<file path="src/hw/rtl/vrt_pkg.sv">
package vrt_pkg;

    localparam int S_TDATA_W = 152;
    localparam int M_TDATA_W = 48;
    localparam int DIST_W    = 32;
    localparam int DIR_W     = 16;
    localparam int ORG_W     = 32;
    localparam int CELL_W    = 16;
    localparam int MAXD_W    = 24;

    localparam logic [MAXD_W-1:0] MAX_DIST_RESET = 24'h080000;

    localparam logic MODE_START  = 1'b0;
    localparam logic MODE_ANSWER = 1'b1;

    localparam logic [1:0] KIND_QUERY = 2'd0;
    localparam logic [1:0] KIND_HIT   = 2'd1;
    localparam logic [1:0] KIND_MISS  = 2'd2;

    typedef struct packed {
        logic             start;
        logic [DIR_W-1:0] mag;
    } t_div_req;

    typedef struct packed {
        logic              done;
        logic [DIST_W-1:0] quot;
    } t_div_rsp;

endpackage

</file>
<file path="src/hw/rtl/vrt_recip.sv">
module vrt_recip #(
    parameter int FRAC_BITS = 16
) (
    input  logic              i_clk,
    input  logic              i_rst_n,
    input  vrt_pkg::t_div_req i_req,
    output vrt_pkg::t_div_rsp o_rsp
);

    localparam int QW = FRAC_BITS + 16;
    localparam int CW = $clog2(QW + 1);

    logic                        r_busy;
    logic                        r_done;
    logic [CW-1:0]               r_cnt;
    logic [vrt_pkg::DIR_W-1:0]   r_mag;
    logic [vrt_pkg::DIR_W-1:0]   r_rem;
    logic [QW-1:0]               r_quot;

    logic                        n_bit;
    logic [vrt_pkg::DIR_W:0]     n_trial;
    logic [vrt_pkg::DIR_W:0]     n_diff;
    logic                        n_fit;
    logic [vrt_pkg::DIR_W-1:0]   n_rem;
    logic [63:0]                 n_qext;

    always_comb begin
        n_bit   = (r_cnt == CW'(QW));
        n_trial = {r_rem, n_bit};
        n_diff  = n_trial - {1'b0, r_mag};
        n_fit   = (n_trial >= {1'b0, r_mag});
        n_rem   = n_fit ? n_diff[vrt_pkg::DIR_W-1:0] : n_trial[vrt_pkg::DIR_W-1:0];
        n_qext  = 64'(r_quot);
        o_rsp.done = r_done;
        o_rsp.quot = (|n_qext[63:32]) ? '1 : n_qext[31:0];
    end

    always_ff @(posedge i_clk) begin
        if (!i_rst_n) begin
            r_busy <= 1'b0;
            r_done <= 1'b0;
            r_cnt  <= '0;
        end else begin
            r_done <= 1'b0;
            if (i_req.start) begin
                r_busy <= 1'b1;
                r_cnt  <= CW'(QW);
                r_mag  <= i_req.mag;
                r_rem  <= '0;
            end else if (r_busy) begin
                r_rem  <= n_rem;
                r_quot <= {r_quot[QW-2:0], n_fit};
                r_cnt  <= r_cnt - CW'(1);
                if (r_cnt == CW'(1)) begin
                    r_busy <= 1'b0;
                    r_done <= 1'b1;
                end
            end
        end
    end

endmodule

</file>
<file path="src/hw/rtl/voxel_ray_traversal_top.sv">
// Voxel ray walker (3D grid DDA, Q16.16 distances). A start transaction (tuser 0)
// loads a ray; the block works out the three per-axis step lengths with one shared
// restoring divider, one quotient bit a cycle, then takes the first step and returns
// a query, or a miss once the ray passes max_distance. An answer transaction
// (tuser 1) returns a hit for an occupied cell, a miss when no ray is loaded, else
// the next step. For a start, each axis passes prep, divide (FRAC_BITS+16 quotient
// bits; a zero direction axis skips the divider), multiply and side states; a start
// and an answer that steps then select the axis, step and load the output register,
// and a hit or an answer with no ray loads it directly. A result still waiting in the
// output register delays the load. The input side is not ready while an item is in
// work and opens again as the result is loaded.
module voxel_ray_traversal_top #(
    parameter int COORD_BITS = 16,
    parameter int FRAC_BITS  = 16
) (
    input  logic                            i_clk,
    input  logic                            i_rst_n,
    input  logic                            s_axis_tvalid,
    output logic                            s_axis_tready,
    // origin_x, origin_y, origin_z, dir_x, dir_y, dir_z, occupied, zero pad
    input  logic [vrt_pkg::S_TDATA_W-1:0]   s_axis_tdata,
    // mode
    input  logic                            s_axis_tuser,
    output logic                            m_axis_tvalid,
    input  logic                            m_axis_tready,
    // cell_x, cell_y, cell_z
    output logic [vrt_pkg::M_TDATA_W-1:0]   m_axis_tdata,
    // kind
    output logic [1:0]                      m_axis_tuser,
    input  logic                            i_cfg_valid,
    output logic                            o_cfg_ready,
    input  logic [vrt_pkg::MAXD_W-1:0]      i_cfg_data
);

    localparam int DW = FRAC_BITS + 1;
    localparam int PW = DW + vrt_pkg::DIST_W;

    typedef enum logic [2:0] {
        ST_IDLE,
        ST_PREP,
        ST_DIV,
        ST_MUL,
        ST_SIDE,
        ST_SEL,
        ST_STEP,
        ST_EMIT
    } t_state;

    t_state                        r_state;
    logic                          r_active;
    logic [1:0]                    r_axis;
    logic [1:0]                    r_sel;
    logic [1:0]                    r_kind;
    logic [vrt_pkg::MAXD_W-1:0]    r_max_dist;
    logic [COORD_BITS-1:0]         r_cell     [3];
    logic [vrt_pkg::DIST_W-1:0]    r_side     [3];
    logic [vrt_pkg::DIST_W-1:0]    r_delta    [3];
    logic                          r_step_neg [3];
    logic [FRAC_BITS-1:0]          r_frac     [3];
    logic [vrt_pkg::DIR_W-1:0]     r_mag      [3];
    logic [PW-1:0]                 r_prod;
    vrt_pkg::t_div_req             r_div_req;
    vrt_pkg::t_div_rsp             div_rsp;

    logic [vrt_pkg::ORG_W-1:0]     n_org [3];
    logic [vrt_pkg::DIR_W-1:0]     n_dir [3];
    logic                          n_occupied;
    logic [DW-1:0]                 n_dist;
    logic [1:0]                    n_sel;
    logic [vrt_pkg::DIST_W:0]      n_sum;
    logic [vrt_pkg::DIST_W-1:0]    n_side_new;
    logic                          n_in_range;
    logic [COORD_BITS-1:0]         n_cell_new;

    vrt_recip #(
        .FRAC_BITS (FRAC_BITS)
    ) u_recip (
        .i_clk   (i_clk),
        .i_rst_n (i_rst_n),
        .i_req   (r_div_req),
        .o_rsp   (div_rsp)
    );

    assign s_axis_tready = (r_state == ST_IDLE);
    assign o_cfg_ready   = 1'b1;

    always_comb begin
        for (int a = 0; a < 3; a++) begin
            n_org[a] = s_axis_tdata[a*vrt_pkg::ORG_W +: vrt_pkg::ORG_W];
            n_dir[a] = s_axis_tdata[3*vrt_pkg::ORG_W + a*vrt_pkg::DIR_W +: vrt_pkg::DIR_W];
        end
        n_occupied = s_axis_tdata[3*vrt_pkg::ORG_W + 3*vrt_pkg::DIR_W];

        n_dist = r_step_neg[r_axis] ? {1'b0, r_frac[r_axis]}
                                    : (DW'(1) << FRAC_BITS) - {1'b0, r_frac[r_axis]};

        if (r_side[0] <= r_side[1] && r_side[0] <= r_side[2]) begin
            n_sel = 2'd0;
        end else if (r_side[1] <= r_side[0] && r_side[1] <= r_side[2]) begin
            n_sel = 2'd1;
        end else begin
            n_sel = 2'd2;
        end

        n_sum      = {1'b0, r_side[r_sel]} + {1'b0, r_delta[r_sel]};
        n_side_new = n_sum[vrt_pkg::DIST_W] ? '1 : n_sum[vrt_pkg::DIST_W-1:0];
        n_in_range = (r_side[r_sel] <= vrt_pkg::DIST_W'(r_max_dist));
        n_cell_new = r_step_neg[r_sel] ? r_cell[r_sel] - COORD_BITS'(1)
                                       : r_cell[r_sel] + COORD_BITS'(1);
    end

    always_ff @(posedge i_clk) begin
        if (!i_rst_n) begin
            r_state         <= ST_IDLE;
            r_active        <= 1'b0;
            r_axis          <= 2'd0;
            r_max_dist      <= vrt_pkg::MAX_DIST_RESET;
            r_div_req.start <= 1'b0;
            m_axis_tvalid   <= 1'b0;
        end else begin
            r_div_req.start <= 1'b0;
            if (i_cfg_valid) begin
                r_max_dist <= i_cfg_data;
            end
            if (m_axis_tvalid && m_axis_tready) begin
                m_axis_tvalid <= 1'b0;
            end
            unique case (r_state)
                ST_IDLE: begin
                    if (s_axis_tvalid) begin
                        if (s_axis_tuser == vrt_pkg::MODE_START) begin
                            for (int a = 0; a < 3; a++) begin
                                r_cell[a]     <= COORD_BITS'($signed(n_org[a]) >>> FRAC_BITS);
                                r_frac[a]     <= n_org[a][FRAC_BITS-1:0];
                                r_step_neg[a] <= n_dir[a][vrt_pkg::DIR_W-1];
                                r_mag[a]      <= n_dir[a][vrt_pkg::DIR_W-1] ? (~n_dir[a] + 1'b1)
                                                                            : n_dir[a];
                            end
                            r_active <= 1'b1;
                            r_axis   <= 2'd0;
                            r_state  <= ST_PREP;
                        end else if (!r_active) begin
                            r_kind  <= vrt_pkg::KIND_MISS;
                            r_state <= ST_EMIT;
                        end else if (n_occupied) begin
                            r_active <= 1'b0;
                            r_kind   <= vrt_pkg::KIND_HIT;
                            r_state  <= ST_EMIT;
                        end else begin
                            r_state <= ST_SEL;
                        end
                    end
                end
                ST_PREP: begin
                    if (r_mag[r_axis] == '0) begin
                        r_delta[r_axis] <= '1;
                        r_state         <= ST_MUL;
                    end else begin
                        r_div_req.start <= 1'b1;
                        r_div_req.mag   <= r_mag[r_axis];
                        r_state         <= ST_DIV;
                    end
                end
                ST_DIV: begin
                    if (div_rsp.done) begin
                        r_delta[r_axis] <= div_rsp.quot;
                        r_state         <= ST_MUL;
                    end
                end
                ST_MUL: begin
                    r_prod  <= PW'(n_dist) * PW'(r_delta[r_axis]);
                    r_state <= ST_SIDE;
                end
                ST_SIDE: begin
                    r_side[r_axis] <= r_prod[FRAC_BITS +: vrt_pkg::DIST_W];
                    if (r_axis == 2'd2) begin
                        r_state <= ST_SEL;
                    end else begin
                        r_axis  <= r_axis + 2'd1;
                        r_state <= ST_PREP;
                    end
                end
                ST_SEL: begin
                    r_sel   <= n_sel;
                    r_state <= ST_STEP;
                end
                ST_STEP: begin
                    r_cell[r_sel] <= n_cell_new;
                    r_side[r_sel] <= n_side_new;
                    if (n_in_range) begin
                        r_kind <= vrt_pkg::KIND_QUERY;
                    end else begin
                        r_active <= 1'b0;
                        r_kind   <= vrt_pkg::KIND_MISS;
                    end
                    r_state <= ST_EMIT;
                end
                ST_EMIT: begin
                    if (!m_axis_tvalid || m_axis_tready) begin
                        m_axis_tvalid <= 1'b1;
                        m_axis_tuser  <= r_kind;
                        if (r_kind == vrt_pkg::KIND_MISS) begin
                            m_axis_tdata <= '0;
                        end else begin
                            m_axis_tdata <= {vrt_pkg::CELL_W'(r_cell[2]),
                                             vrt_pkg::CELL_W'(r_cell[1]),
                                             vrt_pkg::CELL_W'(r_cell[0])};
                        end
                        r_state <= ST_IDLE;
                    end
                end
                default: begin
                    r_state <= ST_IDLE;
                end
            endcase
        end
    end

endmodule

</file>
<file path="config.mk">
export PLATFORM = sky130hd
export DESIGN_NAME = voxel_ray_traversal_top
export DESIGN_NICKNAME = d
export VERILOG_FILES = /design/src/hw/rtl/vrt_pkg.sv /design/src/hw/rtl/vrt_recip.sv /design/src/hw/rtl/voxel_ray_traversal_top.sv
export SDC_FILE = /design/constraint.sdc
export NUM_CORES = 2
export LEC_CHECK = 0
export BUFFER_PORTS_ARGS = -buffer_cell sky130_fd_sc_hd__buf_4
export CAP_MARGIN = 10
export CORE_MARGIN = 2
export CORE_UTILIZATION = 62
export CTS_CLUSTER_SIZE = 12
export DETAILED_ROUTE_END_ITERATION = 7
export PLACE_DENSITY = 0.8
export SYNTH_ARGS = -nofsm -noshare
export SYNTH_HDL_FRONTEND = slang
export SYNTH_HIERARCHICAL = 1
export SYNTH_SLANG_ARGS = --single-unit
export TNS_END_PERCENT = 50
</file>
<file path="constraint.sdc">
create_clock -name i_clk -period 9.4 [get_ports i_clk]
set_input_delay 0 -clock i_clk [delete_from_list [all_inputs] [get_ports i_clk]]
set_output_delay 0 -clock i_clk [all_outputs]
set_load 0.03 [all_outputs]
</file>
==> summary.md <==
| Metric | Value |
|---|---|
| Outcome | completed |
| Initial antenna violation count | 4 |
| CTS H-tree depth | 3 |
| Final period utilization | 0.953 |
| Seq pwr share | 0.478 |
| R2R depth | 31 |
| CP endpoint kind | flop |
| Tmin final | 8960 ps |
| Crit-path slowest cell | fa_1 |
| DRC | 0 |
| Net Sw Frac | 0.255 |
| Initial drt markers | 3321 |
| P_leak | 24.2 nW |
| P_int | 4.74 mW |
| Critical path buffers and inverters | 5 |
| Switch Pwr | 1.62 mW |
| Sequential area share after synthesis | 0.372 |
| Vias in the first global route | 37817 |
| Top cell type's share of synthesized area | 0.353 |
| Clk_skew | 56.8 ps |
| DP Area | 50300 sq um |
| Port bufs | 226 |
| Combinational power share | 0.134 |
| Clk_lat worst skew | 630 ps |
| Mean Syn Cell Area | 10.8 sq um |
| Top delay family on crit path | adder cells |
| Via count | 35647 |
| Cells after Synth | 4370 |
| Clock share of power | 0.388 |
| Antenna Nets Post-Route | 0 |
| Worst-margin pin slew | 1240 ps |
| Synth warn | 6 |
| Finished Cell Area | 55000 sq um |
| Clk buf depth | 3 |
| Crit-path most repeated cell | fa_1 |
| Synth cell types | 88 |
| Worst-path clk slew | 60 ps |
| Number of vias per cell | 6.04 |
| Yosys reg bits | 597 |
| Commonest non-fill, non-tap cell in the layout | inv_1 |
| Syn Nets | 5310 |
| Top_reg_cell synth | edfxtp_1 |
| CORE AREA | 74700 sq um |
| Layout cells sized above 1 | 0.117 |
| Peak supply drop | 0.000176 V |
| DRT Pass-1 Iters | 8 |
| Slowest stage delay, CP | 540 ps |
| Mapped cell area | 47000 sq um |
| Die area | 78000 sq um |
| Maximum fanout along the worst path | 13 |
| Final setup fails | 0 |
| Number of synthesized flops with an enable pin | 553 |
| WP depth | 31 |
| First-pass GRT wire length | 210000 um |
| Max Transition Viols Final | 0 |
| Die Y | 279 um |
| Initial core utilization | 0.629 |
| Row cnt | 100 |
| Ys async rst share | 0 |
| Reported max-cap violation count | 0 |
| Sink Count | 597 |
| Hold Path Class | primary input to flop |
| Fmax | 112 MHz |
| Fin nets | 5826 |
| CTS tree | yes |
| Critical path data arrival time | 9290 ps |
| Boundary pin count | 235 |
| Total Wirelength | 135000 um |
| Largest cells by area after synthesis | edfxtp_1, fa_1, ha_1 |
| Required time of the critical path | 9730 ps |
| Most frequent cells in the layout | inv_1, nand2_1, edfxtp_1 |
| Avg WL per Cell | 22.9 um |
| Total gr overflow | 0 |
| Fillers | 4776 |
| Routability Congestion | 0.971 |
| HPWL Detailed | 93900 um |
| Largest net degree at the start of global routing | 94 |
| CTS Buf Count | 66 |
| Slew Limit Headroom | 0.169 |
| CP Launch Type | flop |
| Pwr Total | 6.36 mW |
| Setup Crit Path Kind | flop to flop |
| Hold path depth | 2 |
| Die W | 279 um |
| GRT Total Usage | 0.353 |
| Pwr per Cell Area | 116 nW/um^2 |
| Root Driver | clkbuf_16 |
| Dominant cell type by area after synthesis | edfxtp_1 |
| Final hold vios | 0 |
| Layout area overhead | 17.0% |
timing repair:
item	in CTS	in global routing
resized for setup	0	10
setup endpoints to repair	0	13
hold buffers	259	0
hold endpoints to repair	199	0
buffers inserted	0	2
registers in the layout, summed over array words and instances (netlist names), 2 cells and up, named ones only:
register and flops:
r_step_neg 3, r_cell 64, u_recip/r_mag 16, r_delta 96, r_state 3, r_prod 32, r_axis 2, u_recip/r_quot 32
r_kind 2, r_max_dist 24, r_side 128, u_recip/r_rem 16, u_recip/r_cnt 6, r_sel 2, r_div_req 17, m_axis_tuser 2
r_frac 48, m_axis_tdata 48, r_mag 48
per-layer routing:
layer	vias to the layer above	wire length [um]	track usage
met5	-	0	0
met4	0	8610	0.195
met3	524	13400	0.0850
met2	2131	64300	0.588
met1	17390	48600	0.424
li1	15602	-	-
through the flow:
step	cells	setup slack, ps	utilization	hold slack, ps	setup TNS, ps
2_1_floorplan	4370	1450	-	98.9	0
3_3_place_gp	5526	498	0.674	179	0
3_5_place_dp	5526	285	0.674	179	0
4_1_cts	5897	188	0.735	80.4	0
5_1_grt	5901	-29.3	0.736	103	-44.8
6_report	5902	440	0.736	109	0
cell type report:
class,count,area (sq um),area share
diodes,3,7.51,0.000137
clock buffers,88,1780,0.0323
clock inverters,24,216,0.00394
inverters,682,2560,0.0466
multi-input cells,2929,26500,0.481
flip-flops and latches,597,17500,0.318
well taps,969,1210,0.0220
repair buffers,610,5240,0.0953
power by group through the flow:
| stage | Clock (mW) | Sequential (mW) | Combinational [mW] |
|---|---|---|---|
| 3_3_place_gp | 0 | 3.09 | 0.679 |
| 4_1_cts | 2.44 | 3.04 | 0.803 |
| 6_report | 2.47 | 3.04 | 0.852 |
| 2_1_floorplan | 0 | 3.07 | 0.444 |
| 3_5_place_dp | 0 | 3.09 | 0.698 |
| 5_1_grt | 2.58 | 3.05 | 0.907 |
cell families after synthesis:
group / count (synthesis) / synth area share
AO/OA/AOI/OAI: 615 / 0.0848
XOR/XNOR: 151 / 0.0285
adder cells (fa/ha/maj): 758 / 0.273
buffers and inverters: 844 / 0.0692
flip-flops: 597 / 0.372
multiplexers: 194 / 0.0550
other: 1 / 0.0000798
AND/OR/NAND/NOR: 1210 / 0.117
Yosys cell counts, types with 20 or more instances:
| cell | instances |
|---|---|
| xor2_1 | 35 |
| o21a_1 | 43 |
| xnor2_1 | 114 |
| nor2_1 | 203 |
| o21ai_0 | 162 |
| mux4_2 | 48 |
| fa_1 | 449 |
| dfxtp_1 | 44 |
| nor2b_1 | 54 |
| o22a_1 | 29 |
| ha_1 | 309 |
| mux2i_1 | 124 |
| buf_2 | 29 |
| clkbuf_1 | 111 |
| nor3_1 | 26 |
| edfxtp_1 | 553 |
| nand2b_1 | 55 |
| a21o_1 | 68 |
| mux2_2 | 20 |
| nand3_1 | 38 |
| a21oi_1 | 132 |
| inv_1 | 681 |
| nand4_1 | 33 |
| and2_1 | 127 |
| o21ai_1 | 35 |
| nand2_1 | 615 |
path summary, 6_finish.rpt:
kind	from	end	slack, ps
max	flop	r_prod[44]	440
min	s_axis_tdata[14]	r_frac[0][14]	110
max reg2reg	flop	r_prod[44]	440
min reg2reg	r_div_req[3]	u_recip/r_mag[3]	420
worst reg2reg max path, delay by kind of cell (launching register included):
| family | cells | cell delay (ps) |
|---|---|---|
| AOI/OAI and AO/OA | 11 | 2490 |
| xor gates and xnor gates | 2 | 380 |
| adders and majority gates | 7 | 3320 |
| buffers and inverters | 5 | 660 |
| DFF | 1 | 470 |
| muxes | 2 | 650 |
| and+or+nand+nor | 4 | 690 |
Power figures use the tool's default switching activity.
